$ cat src/hdl/tpem_pkg.sv
// Shared constants for the three-phase energy meter: default parameters,
// stream payload widths and phase codes. No dependencies.
package tpem_pkg;

  localparam int unsigned SampleBitsDef = 16;
  localparam int unsigned DeltaBitsDef  = 24;

  // fixed field widths of the stream payloads
  localparam int unsigned FieldW     = 16;
  localparam int unsigned TimeW      = 32;
  localparam int unsigned PhaseW     = 2;
  localparam int unsigned PhPowW     = 33;
  localparam int unsigned TotPowW    = 34;
  localparam int unsigned PeakW      = 33;
  localparam int unsigned EnergyW    = 64;
  localparam int unsigned InTdataW   = 104;
  localparam int unsigned InTuserW   = 2;
  localparam int unsigned OutTdataW  = 296;
  localparam int unsigned OutTuserW  = 1;

  localparam logic [PhaseW-1:0] PhaseA = 2'd0;
  localparam logic [PhaseW-1:0] PhaseB = 2'd1;
  localparam logic [PhaseW-1:0] PhaseC = 2'd2;

endpackage

$ cat src/hdl/three_phase_energy_meter.sv
// Three-phase power, demand and energy meter built round one shared multiplier.
// Depends on tpem_pkg.
//
// channel   dir  tdata (low bit up)                                  tuser
// s_axis    in   volt_re, volt_im, curr_re, curr_im, sample_time,    phase_index
//                clear_demand, zero pad to 104 bits
// m_axis    out  phase_real_power, phase_reactive_power,             totals_valid
//                total_real_power, total_reactive_power, peak_demand,
//                real_energy, reactive_energy, zero pad to 296 bits
//
// A transaction runs from the accepting cycle through four multiplier passes for
// the complex power to a result state, which holds the result while m_axis is
// stalled; the input is not ready again until it is done. A phase A transaction
// that books energy also runs two partial products on the single multiplier, a
// saturation and a saturating add for each of real and reactive energy. Reset
// clears control state, accumulators and output valid, not the payload registers.
module three_phase_energy_meter #(
  parameter int unsigned SAMPLE_BITS = tpem_pkg::SampleBitsDef,
  parameter int unsigned DELTA_BITS  = tpem_pkg::DeltaBitsDef
) (
  input  logic                           clk_i,
  input  logic                           rst_ni,
  input  logic                           s_axis_tvalid_i,
  output logic                           s_axis_tready_o,
  input  logic [tpem_pkg::InTdataW-1:0]  s_axis_tdata_i,   // see table above
  input  logic [tpem_pkg::InTuserW-1:0]  s_axis_tuser_i,   // phase_index
  output logic                           m_axis_tvalid_o,
  input  logic                           m_axis_tready_i,
  output logic [tpem_pkg::OutTdataW-1:0] m_axis_tdata_o,   // see table above
  output logic [tpem_pkg::OutTuserW-1:0] m_axis_tuser_o    // totals_valid
);

  localparam int unsigned SB   = SAMPLE_BITS;
  localparam int unsigned DB   = DELTA_BITS;
  localparam int unsigned FW   = (SB > tpem_pkg::FieldW) ? SB : tpem_pkg::FieldW;
  localparam int unsigned PW   = 2 * SB + 1;           // phase power
  localparam int unsigned SW   = 2 * SB + 2;           // running sums, totals, peak
  localparam int unsigned SW1  = SW + 1;
  localparam int unsigned C    = SB + 1;               // magnitude chunk
  localparam int unsigned BW   = (DB > SB) ? DB : SB;
  localparam int unsigned AW   = SB + 2;               // multiplier operand a
  localparam int unsigned BW1  = BW + 1;               // multiplier operand b
  localparam int unsigned MW   = AW + BW1;
  localparam int unsigned EPW  = SW + DB;              // energy product magnitude
  localparam int unsigned EW   = (EPW > 64) ? EPW : 64;
  localparam int unsigned LW   = C + DB;               // one partial product
  localparam int unsigned TW   = tpem_pkg::TimeW;
  localparam int unsigned NW   = tpem_pkg::EnergyW;

  localparam logic signed [SW1-1:0] SumMax = SW1'((64'sd1 <<< (2 * SB + 1)) - 64'sd1);
  localparam logic signed [SW1-1:0] SumMin = -SumMax - SW1'(1);
  localparam logic [DB-1:0]         DtMax  = '1;
  localparam logic [EW-1:0]         EMagMax = EW'(64'h7FFF_FFFF_FFFF_FFFF);
  localparam logic signed [NW-1:0]  EMax   = 64'sh7FFF_FFFF_FFFF_FFFF;
  localparam logic signed [NW-1:0]  EMin   = 64'sh8000_0000_0000_0000;

  typedef enum logic [2:0] {
    S_IDLE, S_MUL, S_ELO, S_EHI, S_ESAT, S_EACC, S_FIN
  } state_e;

  state_e                           state_q;
  logic [1:0]                       step_q;
  logic                             chan_q;
  logic [tpem_pkg::PhaseW-1:0]      phase_q;
  logic                             clr_q;
  logic                             en_q;
  logic [DB-1:0]                    dt_q;
  logic signed [SB-1:0]             vr_q, vi_q, ir_q, ii_q;
  logic signed [PW-1:0]             pr_q, pq_q;
  logic [LW-1:0]                    part_q;
  logic [EPW-1:0]                   emag_q;
  logic signed [NW-1:0]             eprod_q;
  logic [TW-1:0]                    last_time_q;
  logic signed [SW-1:0]             prev_re_q, prev_im_q;
  logic signed [SW-1:0]             run_re_q, run_im_q;
  logic signed [SW-1:0]             peak_q;
  logic signed [NW-1:0]             ereal_q, ereact_q;
  logic                             out_valid_q;
  logic [tpem_pkg::OutTdataW-1:0]   out_data_q;
  logic [tpem_pkg::OutTuserW-1:0]   out_user_q;

  // input decode
  logic [FW-1:0]   f_vr, f_vi, f_ir, f_ii;
  logic [TW-1:0]   in_time, diff;
  logic            accept;

  assign accept  = s_axis_tvalid_i && (state_q == S_IDLE);
  assign f_vr    = FW'(s_axis_tdata_i[15:0]);
  assign f_vi    = FW'(s_axis_tdata_i[31:16]);
  assign f_ir    = FW'(s_axis_tdata_i[47:32]);
  assign f_ii    = FW'(s_axis_tdata_i[63:48]);
  assign in_time = s_axis_tdata_i[95:64];
  assign diff    = in_time - last_time_q;

  // shared multiplier
  logic signed [AW-1:0]  mul_a;
  logic signed [BW1-1:0] mul_b;
  logic signed [MW-1:0]  prod;
  logic signed [SW-1:0]  psel;
  logic                  pneg;
  logic [SW-1:0]         pmag;

  assign psel = chan_q ? prev_im_q : prev_re_q;
  assign pneg = psel[SW-1];
  assign pmag = pneg ? SW'(-psel) : SW'(psel);

  always_comb begin
    mul_a = '0;
    mul_b = '0;
    unique case (state_q)
      S_MUL: begin
        unique case (step_q)
          2'd0: begin mul_a = AW'(vr_q); mul_b = BW1'(ir_q); end
          2'd1: begin mul_a = AW'(vi_q); mul_b = BW1'(ii_q); end
          2'd2: begin mul_a = AW'(vi_q); mul_b = BW1'(ir_q); end
          default: begin mul_a = AW'(vr_q); mul_b = BW1'(ii_q); end
        endcase
      end
      S_ELO: begin
        mul_a = AW'({1'b0, pmag[C-1:0]});
        mul_b = BW1'({1'b0, dt_q});
      end
      S_EHI: begin
        mul_a = AW'({1'b0, pmag[SW-1:C]});
        mul_b = BW1'({1'b0, dt_q});
      end
      default: begin
        mul_a = '0;
        mul_b = '0;
      end
    endcase
  end

  assign prod = mul_a * mul_b;

  // energy saturation and accumulation
  logic [EW-1:0]        emag_e;
  logic signed [NW-1:0] eacc_sel;
  logic signed [NW:0]   esum;
  logic signed [NW-1:0] esum_sat;

  assign emag_e   = EW'(emag_q);
  assign eacc_sel = chan_q ? ereact_q : ereal_q;
  assign esum     = {eacc_sel[NW-1], eacc_sel} + {eprod_q[NW-1], eprod_q};
  assign esum_sat = (esum[NW] != esum[NW-1]) ? (esum[NW] ? EMin : EMax) : esum[NW-1:0];

  // result cycle
  logic                 ph_a, ph_bc, ph_c;
  logic signed [SW1-1:0] nsum_re, nsum_im;
  logic signed [SW-1:0]  csum_re, csum_im;
  logic signed [SW-1:0]  peak_base, peak_new;
  logic                  out_free;

  assign ph_a  = (phase_q == tpem_pkg::PhaseA);
  assign ph_c  = (phase_q == tpem_pkg::PhaseC);
  assign ph_bc = (phase_q == tpem_pkg::PhaseB) || ph_c;

  assign nsum_re = ph_a ? SW1'(pr_q) : SW1'(run_re_q) + SW1'(pr_q);
  assign nsum_im = ph_a ? SW1'(pq_q) : SW1'(run_im_q) + SW1'(pq_q);

  always_comb begin
    if (nsum_re > SumMax)      csum_re = SW'(SumMax);
    else if (nsum_re < SumMin) csum_re = SW'(SumMin);
    else                       csum_re = SW'(nsum_re);
    if (nsum_im > SumMax)      csum_im = SW'(SumMax);
    else if (nsum_im < SumMin) csum_im = SW'(SumMin);
    else                       csum_im = SW'(nsum_im);
  end

  assign peak_base = clr_q ? '0 : peak_q;
  assign peak_new  = (ph_c && (csum_re > peak_base)) ? csum_re : peak_base;
  assign out_free  = !out_valid_q || m_axis_tready_i;

  always_ff @(posedge clk_i or negedge rst_ni) begin
    if (!rst_ni) begin
      state_q     <= S_IDLE;
      step_q      <= '0;
      chan_q      <= 1'b0;
      last_time_q <= '0;
      prev_re_q   <= '0;
      prev_im_q   <= '0;
      run_re_q    <= '0;
      run_im_q    <= '0;
      peak_q      <= '0;
      ereal_q     <= '0;
      ereact_q    <= '0;
      out_valid_q <= 1'b0;
    end else begin
      if ((state_q == S_FIN) && out_free) begin
        out_valid_q <= 1'b1;
      end else if (m_axis_tready_i) begin
        out_valid_q <= 1'b0;
      end
      unique case (state_q)
        S_IDLE: begin
          if (accept) begin
            step_q  <= '0;
            chan_q  <= 1'b0;
            state_q <= S_MUL;
            if ((s_axis_tuser_i == tpem_pkg::PhaseA) && (in_time > last_time_q)) begin
              last_time_q <= in_time;
            end
          end
        end
        S_MUL: begin
          step_q <= step_q + 2'd1;
          if (step_q == 2'd3) begin
            state_q <= (ph_a && en_q) ? S_ELO : S_FIN;
          end
        end
        S_ELO:  state_q <= S_EHI;
        S_EHI:  state_q <= S_ESAT;
        S_ESAT: state_q <= S_EACC;
        S_EACC: begin
          if (chan_q) begin
            ereact_q <= esum_sat;
            state_q  <= S_FIN;
          end else begin
            ereal_q <= esum_sat;
            chan_q  <= 1'b1;
            state_q <= S_ELO;
          end
        end
        S_FIN: begin
          if (out_free) begin
            peak_q      <= peak_new;
            if (ph_a || ph_bc) begin
              run_re_q <= csum_re;
              run_im_q <= csum_im;
            end
            if (ph_c) begin
              prev_re_q <= csum_re;
              prev_im_q <= csum_im;
            end
            state_q <= S_IDLE;
          end
        end
        default: state_q <= S_IDLE;
      endcase
    end
  end

  // payload registers
  always_ff @(posedge clk_i) begin
    if (accept) begin
      phase_q <= s_axis_tuser_i;
      clr_q   <= s_axis_tdata_i[96];
      vr_q    <= f_vr[SB-1:0];
      vi_q    <= f_vi[SB-1:0];
      ir_q    <= f_ir[SB-1:0];
      ii_q    <= f_ii[SB-1:0];
      if (in_time > last_time_q) begin
        dt_q <= (diff > TW'(DtMax)) ? DtMax : diff[DB-1:0];
        en_q <= (last_time_q != '0);
      end else begin
        dt_q <= '0;
        en_q <= 1'b0;
      end
    end
    if (state_q == S_MUL) begin
      unique case (step_q)
        2'd0: pr_q <= PW'(prod);
        2'd1: pr_q <= pr_q + PW'(prod);
        2'd2: pq_q <= PW'(prod);
        default: pq_q <= pq_q - PW'(prod);
      endcase
    end
    if (state_q == S_ELO) begin
      part_q <= prod[LW-1:0];
    end
    if (state_q == S_EHI) begin
      emag_q <= EPW'(part_q) + (EPW'(prod[LW-1:0]) << C);
    end
    if (state_q == S_ESAT) begin
      if (emag_e > EMagMax) begin
        eprod_q <= pneg ? EMin : EMax;
      end else begin
        eprod_q <= pneg ? -signed'(emag_e[NW-1:0]) : signed'(emag_e[NW-1:0]);
      end
    end
    if ((state_q == S_FIN) && out_free) begin
      out_user_q <= ph_c;
      out_data_q <= {
        1'b0,
        ereact_q,
        ereal_q,
        tpem_pkg::PeakW'(peak_new),
        ph_c ? tpem_pkg::TotPowW'(csum_im) : tpem_pkg::TotPowW'(0),
        ph_c ? tpem_pkg::TotPowW'(csum_re) : tpem_pkg::TotPowW'(0),
        tpem_pkg::PhPowW'(pq_q),
        tpem_pkg::PhPowW'(pr_q)
      };
    end
  end

  assign s_axis_tready_o = (state_q == S_IDLE);
  assign m_axis_tvalid_o = out_valid_q;
  assign m_axis_tdata_o  = out_data_q;
  assign m_axis_tuser_o  = out_user_q;

endmodule
$ cat config.mk
export PLATFORM = sky130hd
export DESIGN_NAME = three_phase_energy_meter
export DESIGN_NICKNAME = d
export VERILOG_FILES = /design/src/hdl/tpem_pkg.sv /design/src/hdl/three_phase_energy_meter.sv
export SDC_FILE = /design/constraint.sdc
export NUM_CORES = 2
export LEC_CHECK = 0
export ABC_AREA = 0
export BUFFER_PORTS_ARGS = -buffer_cell sky130_fd_sc_hd__buf_4
export CELL_PAD_IN_SITES_DETAIL_PLACEMENT = 0
export CELL_PAD_IN_SITES_GLOBAL_PLACEMENT = 1
export CORE_ASPECT_RATIO = 0.6
export CORE_MARGIN = 1.5
export CORE_UTILIZATION = 35
export DETAILED_ROUTE_END_ITERATION = 8
export PLACE_DENSITY = 0.71
export RECOVER_POWER = 25
export SYNTH_ARGS = -nofsm -noshare
export SYNTH_HDL_FRONTEND = slang
export SYNTH_SLANG_ARGS = --single-unit
$ cat constraint.sdc
create_clock -name clk_i -period 37.9 [get_ports clk_i]
set_input_delay 5.685 -clock clk_i [delete_from_list [all_inputs] [get_ports clk_i]]
set_output_delay 5.685 -clock clk_i [all_outputs]
set_load 0.1 [all_outputs]
==> results.py <==
metrics = {
    "floorplanning": {
        "start_util_pct": 35.37,
        "rows": 124,
        "die_w_um": 570.4,
        "fp.coreArea_um2": 191100,
        "die_h_um": 343.4,
        "dieArea_um2": 195900,
        "io_pins": 409,
    },
    "sta": {
        "period_minus_slack_ns": 15.90,
        "whs_ns": 0.4163,
        "finalSetupViolCount": 0,
        "timing.setup.tns_ns": 0,
        "slew_headroom_pct": -147.0,
        "max_freq_mhz": 62.90,
        "rsz0062_at_grt": "false",
        "period_share_pct": 41.95,
        "hold_viol_final": 0,
        "tightest_slew_ns": 3.706,
        "fin_skew_ns": 0.04577,
        "finalMaxSlewViolations": 454,
    },
    "worst_setup_path": {
        "critPathBufInv": 6,
        "slowest_delay_ns": 2.40,
        "start_kind": "flip-flop",
        "cp_common_cell": "fa_1",
        "worst-path-max-fanout": 58,
        "end_kind": "flip-flop",
        "cp_slowest_cell": "clkbuf_1",
        "path_delay_family": "compound AO/OA/AOI/OAI gates",
        "crit_type": "reg2reg",
        "path_depth": 37,
        "crit_arrival_ns": 16.39,
        "reg2reg_depth": 37,
        "cp.required_ns": 38.39,
    },
    "clock_tree": {
        "cts-resized-gates": 0,
        "clockBufferDepth": 3,
        "cts_root_buf": "clkbuf_16",
        "ctsHtreeMaxLevel": 3,
        "cts_tree": "built",
        "cts_setup_buffers": 0,
        "insertion_delay_ns": 0.76,
        "clock_sinks": 954,
        "numCtsBuffers": 95,
        "ctsHoldBuffers": 0,
        "clk_transition_reported_paths_ns": 0.07,
    },
    "place": {
        "numPortBuffers": 400,
        "place_congestion": 0.9382,
        "dp_hpwl_um": 174300,
    },
    "routing": {
        "firstDrtPassIters": 6,
        "drt-vias-per-instance": 5.327,
        "final_antenna_net_count": 0,
        "via_count": 51850,
        "route.detailed.wl_per_inst_um": 23.09,
        "wirelength_um": 224700,
        "drt_iter0_markers": 5287,
        "drc": 0,
    },
    "final_layout": {
        "final-seq-area_um2": 26960,
        "final_net_count": 8005,
        "layout-drive-gt1-share_pct": 12.05,
        "layout_common_cells": "nand2_1 (767), inv_1 (707), edfxtp_1 (617), nor2_1 (491), buf_4 (466)",
        "nFillCells": 18750,
        "synthToLayoutAreaGrowth_pct": 14.49,
        "layout_commonest_cell": "nand2_1",
        "multi_input_area_um2": 37200,
    },
    "synthesis": {
        "synthCells": 6699,
        "syn-mean-instance-area_um2": 10.09,
        "ys_ff_latch": 954,
        "yosysWarnings": 0,
        "yosysTopAreaCellShare_pct": 27.41,
        "synth_flop_cell": "edfxtp_1",
        "yosysSeqAreaShare_pct": 39.88,
        "synth.distinct_cells": 98,
        "synth_top_area_cell": "edfxtp_1",
        "netlist_top_cells_area": "edfxtp_1 (27%), fa_1 (13%), dfrtp_1 (12%), ha_1 (7.3%), nand2_1 (4.3%)",
        "syn_area_um2": 67600,
        "synth-edff-count": 617,
        "async_reset_ff_share_pct": 35.32,
        "synthesis.nets": 7639,
    },
    "worst_hold_path": {
        "hold_path_depth": 0,
        "hp-class": "reg2reg",
    },
    "global_routing": {
        "antenna_found_initial": 22,
        "grt_use_total_pct": 22.59,
        "grt_pass1_vias": 49770,
        "grt_max_degree": 118,
        "grt_pass1_wl_um": 329500,
        "overflow": 0,
    },
    "flow_run": {
        "drv_cap": 11,
    },
    "status": {
        "status": "finished, violations left",
        "violations": "capacitance limit, slew limit",
    },
}
==> kinds of logic (layout without fill, tap and decap cells) <==
| logic type | after synthesis | in the layout | share of synthesized area, % |
|---|---|---|---|
| adder cells (fa/ha/maj) | 839 | 839 | 20.31 |
| flip-flops | 954 | 954 | 39.88 |
| AND/OR/NAND/NOR | 1824 | 1824 | 12.15 |
| AO/OA/AOI/OAI | 1540 | 1540 | 14.27 |
| other | 1 | 2 | 0.005547 |
| multiplexers | 207 | 207 | 3.269 |
| buffers and inverters | 976 | 1425 | 5.460 |
| XOR/XNOR | 358 | 358 | 4.649 |
==> layer usage <==
metal	part of all wire, %	GRT usage, %
met5	0.024	0
met4	1.4	3.527
met3	12	8.402
met2	38	29.43
met1	49	35.21
==> worst paths after layout <==
path	from	to	slack, ns
worst max-delay path	chan_q$_DFFE_PN0P_	pq_q[32]$_DFFE_PP_	22.00
worst min-delay path	part_q[1]$_DFFE_PP_	emag_q[1]$_DFFE_PN_	0.42
worst max register to register	chan_q$_DFFE_PN0P_	pq_q[32]$_DFFE_PP_	22.00
worst min register to register	part_q[1]$_DFFE_PP_	emag_q[1]$_DFFE_PN_	0.42
max in group asynchronous	rst_ni	ereact_q[50]$_DFFE_PN0P_	29.71
min in group asynchronous	rst_ni	last_time_q[23]$_DFFE_PN0P_	4.94
==> flip-flops by register name (all words and copies together) (netlist names), 34 cells and up <==
signal          cells
run_im_q           34
eprod_q            64
prev_im_q          34
m_axis_tdata_o    295
emag_q             58
part_q             41
prev_re_q          34
run_re_q           34
peak_q             34
ereal_q            64
ereact_q           64
==> cell type report <==
| class | instances | share of cell area (%) |
|---|---|---|
| well taps | 2583 | 4.176 |
| multi-input cells | 4769 | 48.06 |
| diodes | 1 | 0.003233 |
| inverters | 713 | 3.468 |
| repair buffers | 532 | 5.050 |
| clock buffers | 117 | 3.274 |
| flip-flops and latches | 954 | 34.83 |
| clock inverters | 63 | 1.138 |
==> synth_stat cells (36+ instances only) <==
library cell  number
nand2_1          769
inv_1            709
edfxtp_1         617
nor2_1           494
o21ai_0          451
fa_1             434
a21oi_1          433
ha_1             396
dfrtp_1          337
clkbuf_1         228
xnor2_1          221
xor2_1           136
a21o_1           133
mux2_2           110
nand2b_1         109
mux2i_1           97
a22o_1            85
nor3_1            81
o21a_1            66
nand3_1           58
and3_1            57
and2_1            50
o21bai_1          46
nand4_1           45
nor2b_1           36
o31ai_1           36
==> stage by stage <==
stage                     cell area (um2)  setup slack (ns)  utilization [%]  cells
after floorplan                     67600             20.65                -   6699
after global routing                77400             21.34            40.49   9732
after CTS                           77530             24.69            40.56   9731
final                               77400             22.00            40.49   9732
after global placement              74120             24.65            38.78   9551
after detailed placement            74120             24.69            38.78   9551
Power is left out: the tool's default activity adds up to more than one toggle a clock period on the data nets, which glitch-free logic cannot reach.
